### config.mk
export PLATFORM = sky130hd
export DESIGN_NAME = tilt_scan_sequencer
export DESIGN_NICKNAME = d
export VERILOG_FILES = /design/src/design/tss_pkg.sv /design/src/design/tss_fifo.sv /design/src/design/tss_front.sv /design/src/design/tss_back.sv /design/src/design/tilt_scan_sequencer.sv
export SDC_FILE = /design/constraint.sdc
export NUM_CORES = 2
export LEC_CHECK = 0
export ABC_AREA = 1
export ABC_CLOCK_PERIOD_IN_PS = 5050
export BUFFER_PORTS_ARGS = -buffer_cell sky130_fd_sc_hd__buf_2
export CORE_UTILIZATION = 47
export CTS_BUF_LIST = sky130_fd_sc_hd__clkbuf_16
export DETAILED_ROUTE_END_ITERATION = 12
export GPL_TIMING_DRIVEN = 0
export PLACE_DENSITY = 0.63
export SYNTH_ARGS = -nofsm -noshare
export SYNTH_HDL_FRONTEND = slang
export SYNTH_SLANG_ARGS = --single-unit
### constraint.sdc
create_clock -name clk -period 5.05 [get_ports clk]
set_input_delay 0.505 -clock clk [delete_from_list [all_inputs] [get_ports clk]]
set_output_delay 0.505 -clock clk [all_outputs]
set_load 0.03 [all_outputs]
### src/design/tss_pkg.sv
package tss_pkg;

	// configuration register indexes
	typedef enum logic [2:0] {
		REG_IMU_PRESENT    = 3'd0,
		REG_GYRO_LIMIT_SQ  = 3'd1,
		REG_ACCEL_LIMIT_SQ = 3'd2,
		REG_QUIET_MS       = 3'd3,
		REG_SETTLE_MS      = 3'd4,
		REG_SCAN_MS        = 3'd5,
		REG_TILT_LIMIT     = 3'd6,
		REG_REPORT_MS      = 3'd7
	} tss_reg_t;

	localparam int CFG_INDEX_W = 3;
	localparam int CFG_DATA_W  = 32;

	// sequencer states
	typedef enum logic [1:0] {
		MODE_MOVING = 2'd0,
		MODE_STAB   = 2'd1,
		MODE_SCAN   = 2'd2,
		MODE_DONE   = 2'd3
	} tss_mode_t;

	typedef struct packed {
		logic        imu_present;
		logic [31:0] gyro_limit_sq;
		logic [31:0] accel_limit_sq;
		logic [15:0] quiet_ms;
		logic [15:0] settle_ms;
		logic [31:0] scan_ms;
		logic [9:0]  tilt_limit_steps;
		logic [15:0] report_ms;
	} tss_cfg_t;

	typedef struct packed {
		logic [1:0]         scan_state;
		logic signed [10:0] target_steps;
		logic               step_run;
		logic               driver_disable;
		logic               base_moving;
		logic               report_due;
	} tss_result_t;

	localparam int RESULT_W = $bits(tss_result_t);

endpackage

### src/design/tss_fifo.sv
module tss_fifo
	import tss_pkg::*;
#(
	parameter int WIDTH = 8,
	parameter int DEPTH = 4
) (
	input  logic             clk,
	input  logic             arst_n,
	input  logic             wr_en,
	input  logic [WIDTH-1:0] wr_data,
	output logic             full,
	input  logic             rd_en,
	output logic [WIDTH-1:0] rd_data,
	output logic             empty
);

	// depth is a power of two so the pointers wrap on their own
	localparam int PTR_W = $clog2(DEPTH);
	localparam int CNT_W = $clog2(DEPTH + 1);

	logic [WIDTH-1:0] mem_q [DEPTH];
	logic [PTR_W-1:0] wr_ptr_q;
	logic [PTR_W-1:0] rd_ptr_q;
	logic [CNT_W-1:0] count_q;

	assign full    = (count_q == CNT_W'(DEPTH));
	assign empty   = (count_q == '0);
	assign rd_data = mem_q[rd_ptr_q];

	always_ff @(posedge clk) begin
		if (wr_en) begin
			mem_q[wr_ptr_q] <= wr_data;
		end
	end

	always_ff @(posedge clk or negedge arst_n) begin
		if (!arst_n) begin
			wr_ptr_q <= '0;
			rd_ptr_q <= '0;
			count_q  <= '0;
		end else begin
			if (wr_en) begin
				wr_ptr_q <= wr_ptr_q + PTR_W'(1);
			end
			if (rd_en) begin
				rd_ptr_q <= rd_ptr_q + PTR_W'(1);
			end
			case ({wr_en, rd_en})
				2'b10: count_q <= count_q + CNT_W'(1);
				2'b01: count_q <= count_q - CNT_W'(1);
				default: count_q <= count_q;
			endcase
		end
	end

endmodule

### src/design/tss_front.sv
module tss_front
	import tss_pkg::*;
#(
	parameter int TIME_BITS = 32
) (
	input  logic                 clk,
	input  logic                 arst_n,
	input  tss_cfg_t             cfg,
	input  logic                 push,
	output logic                 full,
	input  logic [31:0]          now_ms,
	input  logic signed [15:0]   gyro_x,
	input  logic signed [15:0]   gyro_y,
	input  logic signed [15:0]   gyro_z,
	input  logic signed [15:0]   accel_x,
	input  logic signed [15:0]   accel_y,
	input  logic signed [15:0]   accel_z,
	input  logic                 at_target,
	output logic                 item_valid,
	input  logic                 item_ready,
	output logic [TIME_BITS+1:0] item_data
);

	function automatic logic [30:0] square16(input logic signed [15:0] v);
		logic signed [31:0] w;
		logic signed [31:0] p;
		w = 32'(v);
		p = w * w;
		return p[30:0];
	endfunction

	logic                 valid_s1;
	logic [TIME_BITS-1:0] now_s1;
	logic                 at_target_s1;
	logic [30:0]          gx_sq_s1, gy_sq_s1, gz_sq_s1;
	logic [30:0]          ax_sq_s1, ay_sq_s1, az_sq_s1;
	logic [63:0]          now_wide;
	logic [31:0]          gyro_sum;
	logic [31:0]          accel_sum;
	logic                 motion;
	logic                 accept;

	assign now_wide = {32'd0, now_ms};
	assign full     = valid_s1 && !item_ready;
	assign accept   = push && !full;

	always_ff @(posedge clk or negedge arst_n) begin
		if (!arst_n) begin
			valid_s1 <= 1'b0;
		end else if (accept) begin
			valid_s1 <= 1'b1;
		end else if (item_ready) begin
			valid_s1 <= 1'b0;
		end
	end

	always_ff @(posedge clk) begin
		if (accept) begin
			now_s1       <= now_wide[TIME_BITS-1:0];
			at_target_s1 <= at_target;
			gx_sq_s1     <= square16(gyro_x);
			gy_sq_s1     <= square16(gyro_y);
			gz_sq_s1     <= square16(gyro_z);
			ax_sq_s1     <= square16(accel_x);
			ay_sq_s1     <= square16(accel_y);
			az_sq_s1     <= square16(accel_z);
		end
	end

	// sums stay at or below 3*2^30
	assign gyro_sum  = 32'(gx_sq_s1) + 32'(gy_sq_s1) + 32'(gz_sq_s1);
	assign accel_sum = 32'(ax_sq_s1) + 32'(ay_sq_s1) + 32'(az_sq_s1);
	assign motion    = cfg.imu_present &&
		((gyro_sum > cfg.gyro_limit_sq) || (accel_sum > cfg.accel_limit_sq));

	assign item_valid = valid_s1;
	assign item_data  = {now_s1, motion, at_target_s1};

endmodule

### src/design/tss_back.sv
module tss_back
	import tss_pkg::*;
#(
	parameter int TIME_BITS = 32
) (
	input  logic                 clk,
	input  logic                 arst_n,
	input  tss_cfg_t             cfg,
	input  logic                 item_valid,
	input  logic [TIME_BITS+1:0] item_data,
	output logic                 item_pop,
	input  logic                 res_ready,
	output logic                 res_valid,
	output tss_result_t          res
);

	tss_mode_t            mode_q, mode_d;
	logic [TIME_BITS-1:0] last_motion_q, last_motion_d;
	logic [TIME_BITS-1:0] phase_start_q, phase_start_d;
	logic [TIME_BITS-1:0] last_report_q, last_report_d;
	logic                 sweep_up_q, sweep_up_d;
	logic signed [10:0]   goal_q, goal_d;
	logic                 pin_q, pin_d;

	logic [TIME_BITS-1:0] now;
	logic                 motion;
	logic                 at_target;
	logic                 step;
	logic [TIME_BITS-1:0] d_quiet, d_phase, d_report;
	logic                 quiet_short;
	logic                 settle_done;
	logic                 scan_done;
	logic                 run;
	logic                 due;
	logic signed [10:0]   limit_pos;

	assign now       = item_data[TIME_BITS+1:2];
	assign motion    = item_data[1];
	assign at_target = item_data[0];
	assign step      = item_valid && res_ready;
	assign item_pop  = step;
	assign res_valid = step;
	assign limit_pos = $signed({1'b0, cfg.tilt_limit_steps});

	// wrapping time differences
	assign d_quiet     = now - last_motion_d;
	assign d_phase     = now - phase_start_q;
	assign d_report    = now - last_report_q;
	assign quiet_short = 64'(d_quiet) < 64'(cfg.quiet_ms);
	assign settle_done = 64'(d_phase) >= 64'(cfg.settle_ms);
	assign scan_done   = 64'(d_phase) >= 64'(cfg.scan_ms);

	always_comb begin
		mode_d        = mode_q;
		last_motion_d = motion ? now : last_motion_q;
		phase_start_d = phase_start_q;
		sweep_up_d    = sweep_up_q;
		goal_d        = goal_q;
		pin_d         = pin_q;
		run           = 1'b0;
		case (mode_q)
			MODE_MOVING: begin
				if (!quiet_short) begin
					mode_d        = MODE_STAB;
					phase_start_d = now;
				end
				pin_d  = at_target;
				goal_d = '0;
				run    = 1'b1;
			end
			MODE_STAB: begin
				if (quiet_short) begin
					mode_d = MODE_MOVING;
				end else begin
					if (settle_done) begin
						mode_d        = MODE_SCAN;
						phase_start_d = now;
						sweep_up_d    = 1'b1;
						pin_d         = 1'b0;
					end
					goal_d = '0;
					run    = 1'b1;
				end
			end
			MODE_SCAN: begin
				if (quiet_short) begin
					mode_d = MODE_MOVING;
				end else if (scan_done) begin
					mode_d = MODE_DONE;
					goal_d = '0;
				end else begin
					pin_d = 1'b0;
					if (at_target) begin
						sweep_up_d = !sweep_up_q;
						goal_d     = sweep_up_q ? -limit_pos : limit_pos;
					end
					run = 1'b1;
				end
			end
			MODE_DONE: begin
				if (quiet_short) begin
					mode_d = MODE_MOVING;
				end else begin
					pin_d  = at_target;
					goal_d = '0;
					run    = 1'b1;
				end
			end
			default: begin
				mode_d = MODE_MOVING;
			end
		endcase

		due           = 64'(d_report) >= 64'(cfg.report_ms);
		last_report_d = due ? now : last_report_q;

		res.scan_state     = mode_d;
		res.target_steps   = goal_d;
		res.step_run       = run;
		res.driver_disable = pin_d;
		res.base_moving    = (mode_d == MODE_MOVING) || (mode_d == MODE_STAB);
		res.report_due     = due;
	end

	always_ff @(posedge clk or negedge arst_n) begin
		if (!arst_n) begin
			mode_q        <= MODE_MOVING;
			last_motion_q <= '0;
			phase_start_q <= '0;
			last_report_q <= '0;
			sweep_up_q    <= 1'b1;
			goal_q        <= '0;
			pin_q         <= 1'b0;
		end else if (step) begin
			mode_q        <= mode_d;
			last_motion_q <= last_motion_d;
			phase_start_q <= phase_start_d;
			last_report_q <= last_report_d;
			sweep_up_q    <= sweep_up_d;
			goal_q        <= goal_d;
			pin_q         <= pin_d;
		end
	end

endmodule

### src/design/tilt_scan_sequencer.sv
// tilt scan sequencer: takes one control pass per beat (timestamp, gyro and
// acceleration vectors, stepper at-target flag) and returns one result beat
// per pass with the sequencer state, step target, run request, driver pin
// level, moving flag and report pulse. Motion is flagged, when an IMU is
// marked present, if the sum of squares of either vector is strictly above
// its squared limit. A new pass is taken every cycle while the front is not
// full; the sustained rate of one beat per cycle is set by the back-end state
// update. A pushed pass is held in the front square register, then written
// to the classified-pass queue, then stepped by the back end into the result
// queue, from which it can be popped; a full queue holds it back. The two
// queues let the front keep taking passes while results wait to be popped.
// Registers are written through the plain write port and should only change
// while no pass is in flight.
module tilt_scan_sequencer
	import tss_pkg::*;
#(
	parameter int TIME_BITS = 32
) (
	input  logic                   clk,
	input  logic                   arst_n,

	// configuration write port
	input  logic                   cfg_we,
	input  logic [CFG_INDEX_W-1:0] cfg_index,
	input  logic [CFG_DATA_W-1:0]  cfg_data,

	// pass input queue side
	input  logic                   push,
	output logic                   full,
	input  logic [31:0]            now_ms,
	input  logic signed [15:0]     gyro_x,
	input  logic signed [15:0]     gyro_y,
	input  logic signed [15:0]     gyro_z,
	input  logic signed [15:0]     accel_x,
	input  logic signed [15:0]     accel_y,
	input  logic signed [15:0]     accel_z,
	input  logic                   at_target,

	// result queue side
	output logic                   empty,
	input  logic                   pop,
	output logic [1:0]             scan_state,
	output logic signed [10:0]     target_steps,
	output logic                   step_run,
	output logic                   driver_disable,
	output logic                   base_moving,
	output logic                   report_due
);

	localparam int ITEM_W = TIME_BITS + 2;

	tss_cfg_t          cfg_q;

	// front to queue
	logic              fr_valid;
	logic              fr_ready;
	logic [ITEM_W-1:0] fr_data;
	logic              mid_full;

	// queue to back end
	logic              mid_empty;
	logic [ITEM_W-1:0] mid_data;
	logic              bk_pop;

	// back end to result queue
	logic              res_valid;
	tss_result_t       res;
	logic              out_full;
	logic [RESULT_W-1:0] out_data;
	tss_result_t       out_res;

	// configuration registers
	always_ff @(posedge clk or negedge arst_n) begin
		if (!arst_n) begin
			cfg_q.imu_present      <= 1'b1;
			cfg_q.gyro_limit_sq    <= 32'd6400;
			cfg_q.accel_limit_sq   <= 32'd6400;
			cfg_q.quiet_ms         <= 16'd1000;
			cfg_q.settle_ms        <= 16'd1000;
			cfg_q.scan_ms          <= 32'd30000;
			cfg_q.tilt_limit_steps <= 10'd200;
			cfg_q.report_ms        <= 16'd20;
		end else if (cfg_we) begin
			case (tss_reg_t'(cfg_index))
				REG_IMU_PRESENT:    cfg_q.imu_present      <= cfg_data[0];
				REG_GYRO_LIMIT_SQ:  cfg_q.gyro_limit_sq    <= cfg_data;
				REG_ACCEL_LIMIT_SQ: cfg_q.accel_limit_sq   <= cfg_data;
				REG_QUIET_MS:       cfg_q.quiet_ms         <= cfg_data[15:0];
				REG_SETTLE_MS:      cfg_q.settle_ms        <= cfg_data[15:0];
				REG_SCAN_MS:        cfg_q.scan_ms          <= cfg_data;
				REG_TILT_LIMIT:     cfg_q.tilt_limit_steps <= cfg_data[9:0];
				REG_REPORT_MS:      cfg_q.report_ms        <= cfg_data[15:0];
				default: begin
				end
			endcase
		end
	end

	// front: squares the vectors and flags motion
	tss_front #(
		.TIME_BITS (TIME_BITS)
	) u_front (
		.clk        (clk),
		.arst_n     (arst_n),
		.cfg        (cfg_q),
		.push       (push),
		.full       (full),
		.now_ms     (now_ms),
		.gyro_x     (gyro_x),
		.gyro_y     (gyro_y),
		.gyro_z     (gyro_z),
		.accel_x    (accel_x),
		.accel_y    (accel_y),
		.accel_z    (accel_z),
		.at_target  (at_target),
		.item_valid (fr_valid),
		.item_ready (fr_ready),
		.item_data  (fr_data)
	);

	assign fr_ready = !mid_full;

	// short queue of classified passes between front and back
	tss_fifo #(
		.WIDTH (ITEM_W),
		.DEPTH (4)
	) u_mid_q (
		.clk     (clk),
		.arst_n  (arst_n),
		.wr_en   (fr_valid && !mid_full),
		.wr_data (fr_data),
		.full    (mid_full),
		.rd_en   (bk_pop),
		.rd_data (mid_data),
		.empty   (mid_empty)
	);

	// back end: sequencer state machine, one pass per cycle while a pass waits and the result queue has room
	tss_back #(
		.TIME_BITS (TIME_BITS)
	) u_back (
		.clk        (clk),
		.arst_n     (arst_n),
		.cfg        (cfg_q),
		.item_valid (!mid_empty),
		.item_data  (mid_data),
		.item_pop   (bk_pop),
		.res_ready  (!out_full),
		.res_valid  (res_valid),
		.res        (res)
	);

	// result queue, parts the back end from the consumer
	tss_fifo #(
		.WIDTH (RESULT_W),
		.DEPTH (2)
	) u_out_q (
		.clk     (clk),
		.arst_n  (arst_n),
		.wr_en   (res_valid),
		.wr_data (res),
		.full    (out_full),
		.rd_en   (pop && !empty),
		.rd_data (out_data),
		.empty   (empty)
	);

	assign out_res        = out_data;
	assign scan_state     = out_res.scan_state;
	assign target_steps   = out_res.target_steps;
	assign step_run       = out_res.step_run;
	assign driver_disable = out_res.driver_disable;
	assign base_moving    = out_res.base_moving;
	assign report_due     = out_res.report_due;

endmodule
==> results.yml <==
status:
  outcome: "finished, violations left"
  violations: "setup timing"
timing:
  max_freq_mhz: 181.5
  post-route-min-period_ns: 5.511
  hold_viol: 0
  grt_setup_unrepaired: "true"
  worst_pin_slew_ns: 1.018
  setup_viol: 61
  drv_slew: 0
  clock_skew_ns: 0.05277
  setup_slack_ns: -0.4610
  slew_headroom_pct: 32.14
  min_period_over_period_pct: 109.1
floorplan:
  die_x_um: 443.7
  fp.dieArea_um2: 196900
  die_h_um: 443.7
  rows: 161
  ios: 188
  initial_utilization_pct: 47.47
  core-area_um2: 193200
grt:
  grt_start_max_net_pins: 108
  grt_usage_pct: 27.53
  grt_pass1_vias: 76670
  antenna_found_initial: 10
  grt_overflow: 0
  grt_pass1_wl_um: 421100
routing:
  route.detailed.drc: 0
  avgViaCountPerCell: 5.110
  num_vias: 72230
  drtIter0Drc: 4683
  wirelength_um: 271600
  drtAntennaViolNets: 0
  drt_pre_antenna_iters: 9
  wl_per_cell_um: 19.22
yosys:
  async_flop_share_pct: 42.06
  synth_top_flop_cell: "edfxtp_1"
  syn_inst: 10640
  synth_area_leaders: "fa_1, edfxtp_1, inv_1, ha_1, nand2_1"
  synthDistinctLibCells: 66
  yosysSeqAreaShare_pct: 20.17
  synth_top_area_cell: "fa_1"
  synth_area_per_cell_um2: 8.616
  ys_ff_latch: 661
  yosys_warnings: 0
  synth_area_um2: 91700
  synth-edff-count: 383
  synth_top_area_share_pct: 31.96
layout:
  syn_to_final_growth_pct: 25.84
  fin_nets: 13970
  final_cell_mix: "inv_1, nand2_1, fa_1, ha_1, buf_4"
  final_common_cell: "inv_1"
  drive_gt1_share_pct: 22.55
cts:
  path_clk_slew_ns: 0.06
  root_buffer: "clkbuf_16"
  h-tree-depth: 3
  clk_latency_ns: 0.72
  cts_inserted_buffers: 77
  cts_tree: "done"
  cts_buffer_depth: 3
  clock-sinks: 661
placement:
  gp_congestion: 0.9425
  port_buffers: 144
  dpl_worst_slack_ns: -1.898
  place_hpwl_um: 213800
min_path:
  hold_start: "cfg_data[8]"
  holdCritPathClass: "primary input to flop"
critical_path:
  cp.required_ns: 5.55
  cp-startpoint: "gyro_z[5]"
  crit_path_start_kind: "primary input"
  cp_max_fo: 5
  r2r_start: "u_mid_q.rd_ptr_q[0]"
  worstSetupPathType: "primary input to flop"
  critPathCaptureType: "flop"
  crit_arrival_ns: 6.01
run:
  maxCapViolations: 0
[sequential cells by signal (all words and copies together), names as in the netlist, 3 cells and up]
signal and flops:
cfg_q 155, u_mid_q.mem_q 136, u_out_q.mem_q 34, u_back.last_motion_q 32, u_back.last_report_q 32, u_back.phase_start_q 32, u_front.now_s1 32, u_front.ax_sq_s1 30
u_front.ay_sq_s1 30, u_front.az_sq_s1 30, u_front.gx_sq_s1 30, u_front.gy_sq_s1 30, u_front.gz_sq_s1 30, u_back.goal_q 11, u_mid_q.count_q 3
[critical path: stages]
cell and delay [ns]:
clkbuf_16 0.14, clkbuf_16 0.16, buf_12 0.13, nand2_4 0.05, inv_2 0.04, fa_1 0.50
inv_1 0.05, fa_1 0.49, inv_2 0.04, fa_1 0.46, fa_1 0.52, inv_2 0.04
fa_1 0.54, inv_2 0.05, fa_1 0.53, ha_4 0.31, nand2_4 0.06, nor4_4 0.30
nand4_1 0.19, nand3_2 0.13, nand2_1 0.06, o211ai_1 0.14, a31oi_2 0.17, o21ai_2 0.18
xor2_2 0.22
[path summary, 6_finish.rpt]
kind / end / slack, ns / depth (start not counted)
worst min-delay path: cfg_q[8] / 0.04 / 3
worst max-delay path: u_front.gz_sq_s1[28] / -0.46 / 25
max in group asynchronous: cfg_q[19] / 3.13 / 4
min in group asynchronous: cfg_q[13] / 0.41 / 2
worst max register to register: u_out_q.mem_q[0][14] / 0.12 / 27
worst min register to register: u_back.last_report_q[26] / 0.47 / 2
[final cells by class]
cell class,instances,area (um2)
diodes,2,5.005
plain buffers,246,3802
clock buffers,78,1952
clock inverters,66,827.0
fillers,16220,77790
inverters,2977,11280
multi-input cells,6746,68230
flip-flops and latches,661,18500
well taps,2526,3161
repair buffers,832,7641
[synthesized netlist by cell type, types with 15 or more instances]
cell type     n
nand4_1      56
o21ai_2      35
nand3b_1     16
or2_2        30
nand2_2      36
o211ai_1     19
inv_2        15
xnor2_1     152
dfstp_2      32
a21boi_0     16
clkbuf_1    241
a21o_1       18
nor4_1       15
o21bai_1     28
o21ai_0     392
a31oi_1      20
xor2_1      215
nor3_1       56
a32oi_1      32
nand2_1    2185
nor2_1      373
edfxtp_1    383
fa_1       1464
a21oi_1     462
dfrtp_1     246
o21a_1       22
inv_1      2959
ha_1        798
nand3_1     203
[cells by family (layout without fill, tap and decap cells)]
group,after synthesis,count (layout),synth area share [%]
and+or+nand+nor,2998,2998,13.20
buffers and inverters,3240,4199,13.37
DFF,661,661,20.17
adders and majority gates,2262,2262,42.85
xor gates and xnor gates,367,367,3.505
AOI/OAI and AO/OA,1113,1113,6.889
other,2,8,0.008190
[layer usage]
metal | vias up | routed length (um) | track usage, %
met5 | - | 57 | 0
met4 | 8 | 14270 | 12.06
met3 | 551 | 12970 | 3.172
met2 | 1927 | 136800 | 48.44
met1 | 36050 | 107500 | 33.98
li1 | 33690 | - | -
[stage by stage]
step                util [%]  cells  instance area (um2)  setup TNS (ns)  hold slack (ns)
floorplan                  -  10650                95340          -25.17           0.2094
global placement       51.36  13320                99220        -1063.70           0.4567
detailed placement     51.54  13330                99560         -311.10           0.4599
CTS                    57.00  13880               110100          -7.630         0.001691
global route           59.73  14130               115400          -22.29          0.03533
finish                 59.73  14130               115400          -9.956          0.03870
[repair_timing]
action / in CTS / in global routing
gates resized for setup: 898 / 951
hold endpoints to repair: 130 / 0
endpoints found under the setup margin: 223 / 213
setup buffers: 369 / 267
pin swaps: 458 / 563
cloned: 11 / 13
hold buffers: 37 / 0
Power is not shown: default switching activity piles up to over one toggle a cycle in this logic, so the estimate is an artifact.
